==> src/sv/assert_macros.svh <==
// assertion macros shared by the inode cache modules
// no dependencies; bodies are empty under synthesis
`ifndef ASSERT_MACROS_SVH
`define ASSERT_MACROS_SVH
`ifndef SYNTHESIS
`define ASSERT_CLK(label, clk, rst_n, prop, msg) \
	label: assert property (@(posedge clk) disable iff (!rst_n) (prop)) else $error(msg);
`define ASSERT_ALWAYS(label, clk, prop, msg) \
	label: assert property (@(posedge clk) (prop)) else $error(msg);
`else
`define ASSERT_CLK(label, clk, rst_n, prop, msg)
`define ASSERT_ALWAYS(label, clk, prop, msg)
`endif
`endif

==> src/sv/icr_pkg.sv <==
// types and constants for the inode cache
// no dependencies
package icr_pkg;

	localparam int SLOTS            = 64;
	localparam int INODES_PER_BLOCK = 8;

	localparam int DEV_W   = 8;
	localparam int INODE_W = 24;
	localparam int SHARE_W = 8;
	localparam int CNT_W   = 32;
	localparam int BLK_W   = 25;
	localparam int OFS_W   = 3;
	localparam int STAT_W  = 3;
	localparam int SLOT_W  = 6;

	localparam logic [1:0] KIND_ACQUIRE = 2'd0;
	localparam logic [1:0] KIND_MARK    = 2'd1;
	localparam logic [1:0] KIND_RELEASE = 2'd2;

	localparam logic [STAT_W-1:0] ST_HIT      = 3'd0;
	localparam logic [STAT_W-1:0] ST_MISS     = 3'd1;
	localparam logic [STAT_W-1:0] ST_NOFREE   = 3'd2;
	localparam logic [STAT_W-1:0] ST_SHARED   = 3'd3;
	localparam logic [STAT_W-1:0] ST_CLEAN    = 3'd4;
	localparam logic [STAT_W-1:0] ST_WRITEBK  = 3'd5;
	localparam logic [STAT_W-1:0] ST_UNUSED   = 3'd6;

	localparam logic [SHARE_W-1:0] SHARE_MAX = 8'd255;

	typedef enum logic [2:0] {
		S_IDLE,
		S_SCAN,
		S_ACT,
		S_ADDR,
		S_OUT
	} state_t;

	// command broadcast to every cell
	typedef struct packed {
		logic                 match;   // compare tags this cycle
		logic                 hit_inc; // raise share of selected cell
		logic                 alloc;   // write tag into selected cell
		logic                 mark;    // set dirty of selected cell
		logic                 dec;     // lower share of selected cell
		logic [DEV_W-1:0]     device;
		logic [INODE_W-1:0]   inode;
	} cell_cmd_t;

endpackage

==> src/sv/icr_cell.sv <==
// one inode slot: tag, share count, dirty, valid, and a link in the hit chain
// depends on icr_pkg and assert_macros.svh
module icr_cell
	import icr_pkg::*;
(
	input  logic               clk,
	input  logic               arst_n,
	input  cell_cmd_t          cmd,
	input  logic               sel,       // this cell is the target of an update
	input  logic               found_in,  // a lower cell already matched
	output logic               found_out,
	output logic               hit,       // first matching cell
	output logic               valid,
	output logic               dirty,
	output logic [SHARE_W-1:0] share,
	output logic [INODE_W-1:0] inode
);

	logic               valid_q, dirty_q;
	logic [SHARE_W-1:0] share_q;
	logic [DEV_W-1:0]   dev_q;
	logic [INODE_W-1:0] inode_q;
	logic               tag_eq;

	// match along the chain
	assign tag_eq    = valid_q && dev_q == cmd.device && inode_q == cmd.inode;
	assign hit       = tag_eq && !found_in;
	assign found_out = found_in || tag_eq;

	// control state
	always_ff @(posedge clk or negedge arst_n) begin
		if (!arst_n) begin
			valid_q <= 1'b0;
			dirty_q <= 1'b0;
			share_q <= '0;
		end else if (sel) begin
			if (cmd.alloc) begin
				valid_q <= 1'b1;
				dirty_q <= 1'b0;
				share_q <= SHARE_W'(1);
			end else if (cmd.hit_inc) begin
				if (share_q != SHARE_MAX)
					share_q <= share_q + 1'b1;
			end else if (cmd.mark) begin
				dirty_q <= 1'b1;
			end else if (cmd.dec) begin
				if (share_q <= SHARE_W'(1)) begin
					share_q <= '0;
					valid_q <= 1'b0;
					dirty_q <= 1'b0;
				end else
					share_q <= share_q - 1'b1;
			end
		end
	end

	// tag payload
	always_ff @(posedge clk) begin
		if (sel && cmd.alloc) begin
			dev_q   <= cmd.device;
			inode_q <= cmd.inode;
		end
	end

	assign valid = valid_q;
	assign dirty = dirty_q;
	assign share = share_q;
	assign inode = inode_q;

	`include "assert_macros.svh"
	`ASSERT_CLK(a_dirty_valid, clk, arst_n, dirty_q |-> valid_q, "dirty cell not valid")
	`ASSERT_CLK(a_share_valid, clk, arst_n, (share_q != '0) |-> valid_q, "share on free cell")
	`ASSERT_CLK(a_alloc_free, clk, arst_n, (sel && cmd.alloc) |-> !valid_q, "alloc of used cell")

endmodule

==> config.mk <==
export PLATFORM = sky130hd
export DESIGN_NAME = icr_cell
export DESIGN_NICKNAME = d
export VERILOG_FILES = /design/src/sv/icr_pkg.sv /design/src/sv/icr_cell.sv
export VERILOG_INCLUDE_DIRS = /design/src /design/src/sv
export SDC_FILE = /design/constraint.sdc
export NUM_CORES = 1
export LEC_CHECK = 0
export ABC_AREA = 1
export CORE_ASPECT_RATIO = 0.8
export CORE_MARGIN = 5
export CORE_UTILIZATION = 60
export DETAILED_ROUTE_END_ITERATION = 10
export DONT_BUFFER_PORTS = 1
export PLACE_DENSITY = 0.78
export REMOVE_ABC_BUFFERS = 1
export SYNTH_ARGS = -nofsm -noshare
export SYNTH_HDL_FRONTEND = slang
export SYNTH_SLANG_ARGS = --single-unit
==> constraint.sdc <==
create_clock -name clk -period 1.9 [get_ports clk]
set_clock_uncertainty 0.15 [all_clocks]
set_input_delay 0.095 -clock clk [delete_from_list [all_inputs] [get_ports clk]]
set_output_delay 0.095 -clock clk [all_outputs]
set_load 0.05 [all_outputs]
==> key figures, run 1 <==
Global route
  • First-pass GRT wire length: 10.51 mm
  • Total track usage: 0.2555
  • Largest net degree at the start of global routing: 33
  • Initial antenna violation count: 0
  • Vias in the first global route: 2321
  • GRT overflow: 0

STA
  • Max Fclk: 0.4942 GHz
  • Clock period minus worst slack: 2023 ps
  • Final setup viols: 2
  • Worst Setup Slack, final: -123.3 ps
  • Slew HR: 0.6558
  • Period Utilization, post-route: 1.065
  • RSZ-0062 raised after global routing: yes
  • Final hold vios: 0
  • Worst-margin pin slew: 514.6 ps
  • WHS: 29.55 ps
  • Max-slew violations: 0

Power and ir drop
  • Maximum vdd drop: 829.8 uV
  • Leak: 1.631 nW
  • PD cells: 882.4 nW/um^2

Setup path
  • CP arrival: 1780 ps
  • Crit path capture type: primary output
  • Worst r2r src: share[0]$_DFFE_PN0P_
  • Reg-to-reg slack, setup: 100 ps
  • Kind of critical path: flop to primary output
  • Worst-path fanout max: 3
  • Startpoint Class: flop
  • Reg-to-reg endpoint: share[7]$_DFFE_PN0P_
  • Data required, critical path: 1650 ps
  • Worst R2R Path Depth: 9

Clocking
  • CTS buffer count: 5
  • Clock Sinks: 42
  • Register clock-pin slew on the reported worst setup and hold paths: 80 ps
  • Worst-case clock buffer depth: 2
  • Root Driver: clkbuf_8
  • CTS tree: yes
  • H-tree depth: 2
  • Clock Latency Late Sink: 300 ps

Flow run
  • Max-cap viol count: 0

Cells and area
  • Post-layout util: 0.8623
  • Fillers: 220
  • Area of the multi-input gates: 1011 um^2
  • Nets: 444
  • N_diodes: 0
  • Share of layout cells above drive strength 1: 0.1746
  • Register area: 1211 um^2
  • Commonest non-fill, non-tap cell in the layout: nand2_1
  • Post-route insts no fill: 456
  • Most frequent cells in the layout: 107 x nand2_1, 55 x inv_1, 40 x buf_4
  • Layout area overhead: 35.48%

Logic synthesis
  • Area contributors post-synth: edfxtp_1 39%, nand2_1 16%, dfrtp_1 10%
  • Post-synth top area share: 0.3893
  • Post-synthesis sequential area ratio: 0.4906
  • Synth Area per Inst: 7.812 um^2
  • Synthesized instance count: 316
  • Synth Register Bits: 42
  • Yosys top cell by area: edfxtp_1
  • YS warnings: 0
  • Yosys cell types: 29
  • Cell area after synthesis: 2469 um^2

Drt
  • Routed WL per cell: 15.46 um
  • Vias per cell: 5.050
  • # DRC: 0
  • Via count: 2303
  • DRT Wirelength: 7.049 mm
  • Final ANT Viol Nets: 0
  • Iteration-0 DRC Markers: 176
  • DR pass1 iterations: 5

Min path
  • Hold Crit Class: primary input to flop
  • Worst Hold End: share[6]$_DFFE_PN0P_
  • Hold Path Origin: cmd[33]
  • Hold path depth: 4

Placed design
  • Placed cells: 404
  • DP HPWL: 4.335 mm
  • Setup WS pre-CTS: 172.4 ps
  • Placer Congestion: 0.9442
  • Port bufs: 0

Floorplan
  • Die width: 81.72 um
  • # rows: 20
  • Vert. Die Dim: 67.37 um
  • Initial Util: 0.6365
  • Die ar.: 5505 um^2
  • I/O pin count: 77
  • Core area: 3879 um^2

Run status
  • Status: finished with violations
  • Failing checks: negative setup slack
==> where the power goes <==
group	total (mW)	leakage (nW)	internal, mW	switching (mW)
sequential	1.18	0.429	1.09	0.0952
clock	0.708	0.0514	0.392	0.315
combinational	1.06	1.15	0.361	0.700
==> critical path, cell delays in order, from the launching register on <==
cell and delay (ps):
edfxtp_1 430, nor2_1 150, nor2_1 80, nor2_1 110
nand2_1 90, nor2_2 120, nand3_2 110, o21bai_1 200
buf_6 190
==> cell families (layout without fill, tap and decap cells) <==
family / after synthesis / count (layout) / synth area share
and+or+nand+nor: 179 / 179 / 0.3112
buffers and inverters: 64 / 149 / 0.1059
DFF: 42 / 42 / 0.4906
AOI/OAI and AO/OA: 18 / 18 / 0.04156
xor gates and xnor gates: 10 / 10 / 0.03548
adders and majority gates: 3 / 3 / 0.01521
==> metal layers <==
layer | track usage | wire, um | up-vias
li1 | - | - | 1153
met1 | 0.3024 | 2853 | 1040
met5 | 0 | 0 | -
met3 | 0.09067 | 612 | 9
met4 | 0.05187 | 64 | 0
met2 | 0.4512 | 3518 | 101
==> through the flow <==
stage,total power [mW],TNS (ps),area (um^2)
floorplan,1.892,-953.2,2437
global route,3.108,-519.9,3344
global placement,2.112,0,2784
finish,2.951,-194.2,3344
CTS,2.906,0,3317
detailed placement,2.127,0,2784
==> cell usage after synthesis, drive strengths merged <==
cell / n
ha: 3
o21bai: 1
o21ai: 14
nor2: 37
xor2: 3
nand3: 22
a22oi: 1
dfrtp: 10
inv: 60
edfxtp: 32
buf: 4
nand3b: 2
a21oi: 1
nor3: 4
nand2: 108
xnor2: 7
o211ai: 1
nand4: 3
or2: 3
==> sequential cells by signal, summed over array words and instances, names as in the netlist <==
register	flops
dirty	1
inode	24
dev_q	8
valid	1
share	8
==> how the worst max path moves through the flow <==
stage	slack (ps)	from	endpoint	depth (start not counted)
6_report	-120	inode[22]$_DFFE_PP_	found_out	8
5_1_grt	-280	inode[22]$_DFFE_PP_	found_out	8
2_1_floorplan	-540	inode[15]$_DFFE_PP_	hit	6
3_3_place_gp	210	share[0]$_DFFE_PN0P_	dirty$_DFFE_PN0P_	9
4_1_cts	4	inode[19]$_DFFE_PP_	found_out	8
3_5_place_dp	170	share[0]$_DFFE_PN0P_	share[7]$_DFFE_PN0P_	9
==> layout make-up <==
cell class              count  share of cell area
flip-flops and latches     42              0.3621
multi-input cells         210              0.3023
repair buffers             81              0.2132
inverters                  60             0.06884
clock buffers               6             0.02170
well taps                  55             0.02058
clock inverters             2             0.01122
==> what timing repair did <==
item,in CTS,in global routing
hold buffers,39,0
setup buffers,3,2
endpoints found under the setup margin,2,5
pin swaps,0,5
resized for setup,2,5
endpoints found under the hold margin,52,0
No activity file was read; power rests on OpenSTA's default activity.
==> run 2, diff against run 1 <==
--- a/config.mk
+++ b/config.mk
@@ -9,10 +9,11 @@
 export ABC_AREA = 1
 export CORE_ASPECT_RATIO = 0.8
 export CORE_MARGIN = 5
-export CORE_UTILIZATION = 60
+export CORE_UTILIZATION = 63
 export DETAILED_ROUTE_END_ITERATION = 10
 export DONT_BUFFER_PORTS = 1
-export PLACE_DENSITY = 0.78
+export PLACE_DENSITY = 0.81
+export RECOVER_POWER = 50
 export REMOVE_ABC_BUFFERS = 1
 export SYNTH_ARGS = -nofsm -noshare
 export SYNTH_HDL_FRONTEND = slang
==> run 2 against run 1 <==
The flow still finishes with violations (negative setup slack); die area decreased by 4.1%; sequential share of layout area is 0.96 points higher; fmax increased by 5.4%; global-route usage grew 2.7 points; worst hold slack got worse by 17 ps; via count rose by 2.6%; final cell count is 0.88% lower.
==> key figures, run 2 (synthesis results as in run 1) <==
Run status
  • Status: finished with violations
  • Failing checks: negative setup slack

Drt
  • Via count: 2362 (+2.6%)
  • # DRC: 0 (unchanged)
  • DR pass1 iterations: 5 (unchanged)
  • Routed WL per cell: 15.41 um (-0.33%)
  • DRT Wirelength: 6.964 mm (-1.2%)
  • Final ANT Viol Nets: 0 (unchanged)
  • Iteration-0 DRC Markers: 204 (+16%)
  • Vias per cell: 5.226 (+3.5%)

Clocking
  • Worst-case clock buffer depth: 2 (unchanged)
  • Clock Latency Late Sink: 290 ps (about the same)
  • Register clock-pin slew on the reported worst setup and hold paths: 80 ps (about the same)
  • CTS tree: yes
  • H-tree depth: 2 (unchanged)
  • CTS buffer count: 5 (unchanged)
  • Root Driver: clkbuf_8
  • Clock Sinks: 42 (unchanged)

STA
  • Max Fclk: 0.5208 GHz (+5.4%)
  • Slew HR: 0.4717 (-0.1841)
  • Worst Setup Slack, final: -20.03 ps (+103.3 ps)
  • RSZ-0062 raised after global routing: yes
  • Worst-margin pin slew: 792.4 ps (+277.9 ps)
  • Max-slew violations: 0 (unchanged)
  • Final hold vios: 0 (unchanged)
  • Setup TNS Final: -20.03 ps (+174.2 ps)
  • Period Utilization, post-route: 1.011 (-0.05434)
  • Final setup viols: 1 (-1)
  • Clock period minus worst slack: 1920 ps (-103.3 ps)
  • WHS: 12.71 ps (-16.84 ps)

Cells and area
  • Max reg flops: 24 (unchanged)
  • N_diodes: 0 (unchanged)
  • Share of layout cells above drive strength 1: 0.1335 (-0.04106)
  • Nets: 440 (-0.90%)
  • Layout area overhead: 31.98%
  • Most frequent cells in the layout: 107 x nand2_1, 55 x inv_1, 39 x dlygate4sd3_1
  • Commonest non-fill, non-tap cell in the layout: nand2_1

Floorplan
  • I/O pin count: 77 (unchanged)
  • Die width: 79.99 um (-2.1%)
  • Die ar.: 5278 um^2 (-4.1%)
  • Initial Util: 0.6490 (+0.01256)
  • Core area: 3804 um^2 (-1.9%)
  • # rows: 20 (unchanged)
  • Vert. Die Dim: 65.99 um (-2.0%)

Setup path
  • Worst R2R Path Depth: 6 (-3)
  • Startpoint Class: flop
  • CP arrival: 1680 ps (-100 ps)
  • Crit path capture type: primary output
  • Kind of critical path: flop to primary output
  • Data required, critical path: 1650 ps (about the same)
  • Reg-to-reg slack, setup: 80 ps (-20 ps)
  • Worst-path fanout max: 2 (-1)

Flow run
  • Max-cap viol count: 0 (unchanged)

Placed design
  • Placer Congestion: 0.8968 (-5.0%)
  • Setup WS pre-CTS: 147.2 ps (-25.20 ps)
  • Port bufs: 0 (unchanged)
  • DP HPWL: 4.319 mm (-0.38%)

Global route
  • Total track usage: 0.2827 (+0.02727)
  • Initial antenna violation count: 0 (unchanged)
  • Largest net degree at the start of global routing: 33 (unchanged)
  • GRT overflow: 0 (unchanged)
  • First-pass GRT wire length: 11.43 mm (+8.7%)
  • Vias in the first global route: 2426 (+4.5%)

Power and ir drop
  • Leak: 1.555 nW (-4.7%)
  • PD cells: 895.9 nW/um^2 (+1.5%)
  • Design Power: 2.919 mW (-1.1%)
  • Maximum vdd drop: 934.9 uV (+13%)

Min path
  • Hold Crit Class: primary input to flop
  • Hold path depth: 4 (unchanged)
## run 2: cell count changes in the layout (fill, tap and decap cells not counted)
cell        before  now
clkinvlp_4       1    0
buf_6            2    1
buf_4           40   22
nor2_2           6    8
clkbuf_1         1   17
ha_1             3    2
nor2_1          31   29
ha_2             0    1
## run 2: area by class of cell
type / instances / area [um^2]
clock buffer: 7 / 76.32
timing repair buffer: 77 / 623.1
tap: 55 / 68.82
fill: 232 / 545.5
sequential: 42 / 1211
multi-input combinational: 210 / 1018
inverter: 60 / 230.2
clock inverter: 1 / 30.03
## run 2: where the power goes
group	internal [mW]	switching (mW)
Combinational	0.333	0.707
Clock	0.393	0.298
Sequential	1.09	0.101
## run 2: worst paths after layout
kind,to,start
max reg2reg,share[7]$_DFFE_PN0P_,share[7]$_DFFE_PN0P_
min in group asynchronous,share[1]$_DFFE_PN0P_,arst_n
min reg2reg,share[1]$_DFFE_PN0P_,share[1]$_DFFE_PN0P_
max in group asynchronous,valid$_DFFE_PN0P_,arst_n
min,dirty$_DFFE_PN0P_,cmd[34]
max,found_out,dev_q[6]$_DFFE_PP_
## run 2: worst max-delay path: stages (launching register included)
cell      delay (ps)
edfxtp_1         420
nand2_1          120
nand2_1           70
nor2_1           100
nand2_1           70
nor2_2           140
nand3_2          120
o21bai_1         140
buf_4            210
## run 2: per-stage QoR
step / cell area (um^2) / cells / utilization
after floorplan: 2437 / 312 / -
after global placement: 2776 / 403 / 0.7299
after detailed placement: 2776 / 403 / 0.7299
after CTS: 3286 / 450 / 0.8638
after global routing: 3258 / 452 / 0.8566
final: 3258 / 452 / 0.8566
## run 2: layer usage
layer / vias up / part of all wire / track usage
met5: - / 0 / 0
met1: 1075 / 0.38 / 0.3239
met4: 0 / 0.013 / 0.08017
met2: 138 / 0.51 / 0.5186
met3: 15 / 0.096 / 0.07357
li1: 1134 / - / -
## run 2: timing repair
action	in CTS	in global routing
pin swaps	1	0
endpoints found under the hold margin	52	0
endpoints found under the setup margin	2	5
resized for setup	3	6
gates cloned	0	0
hold buffers	39	0
setup buffers	0	2
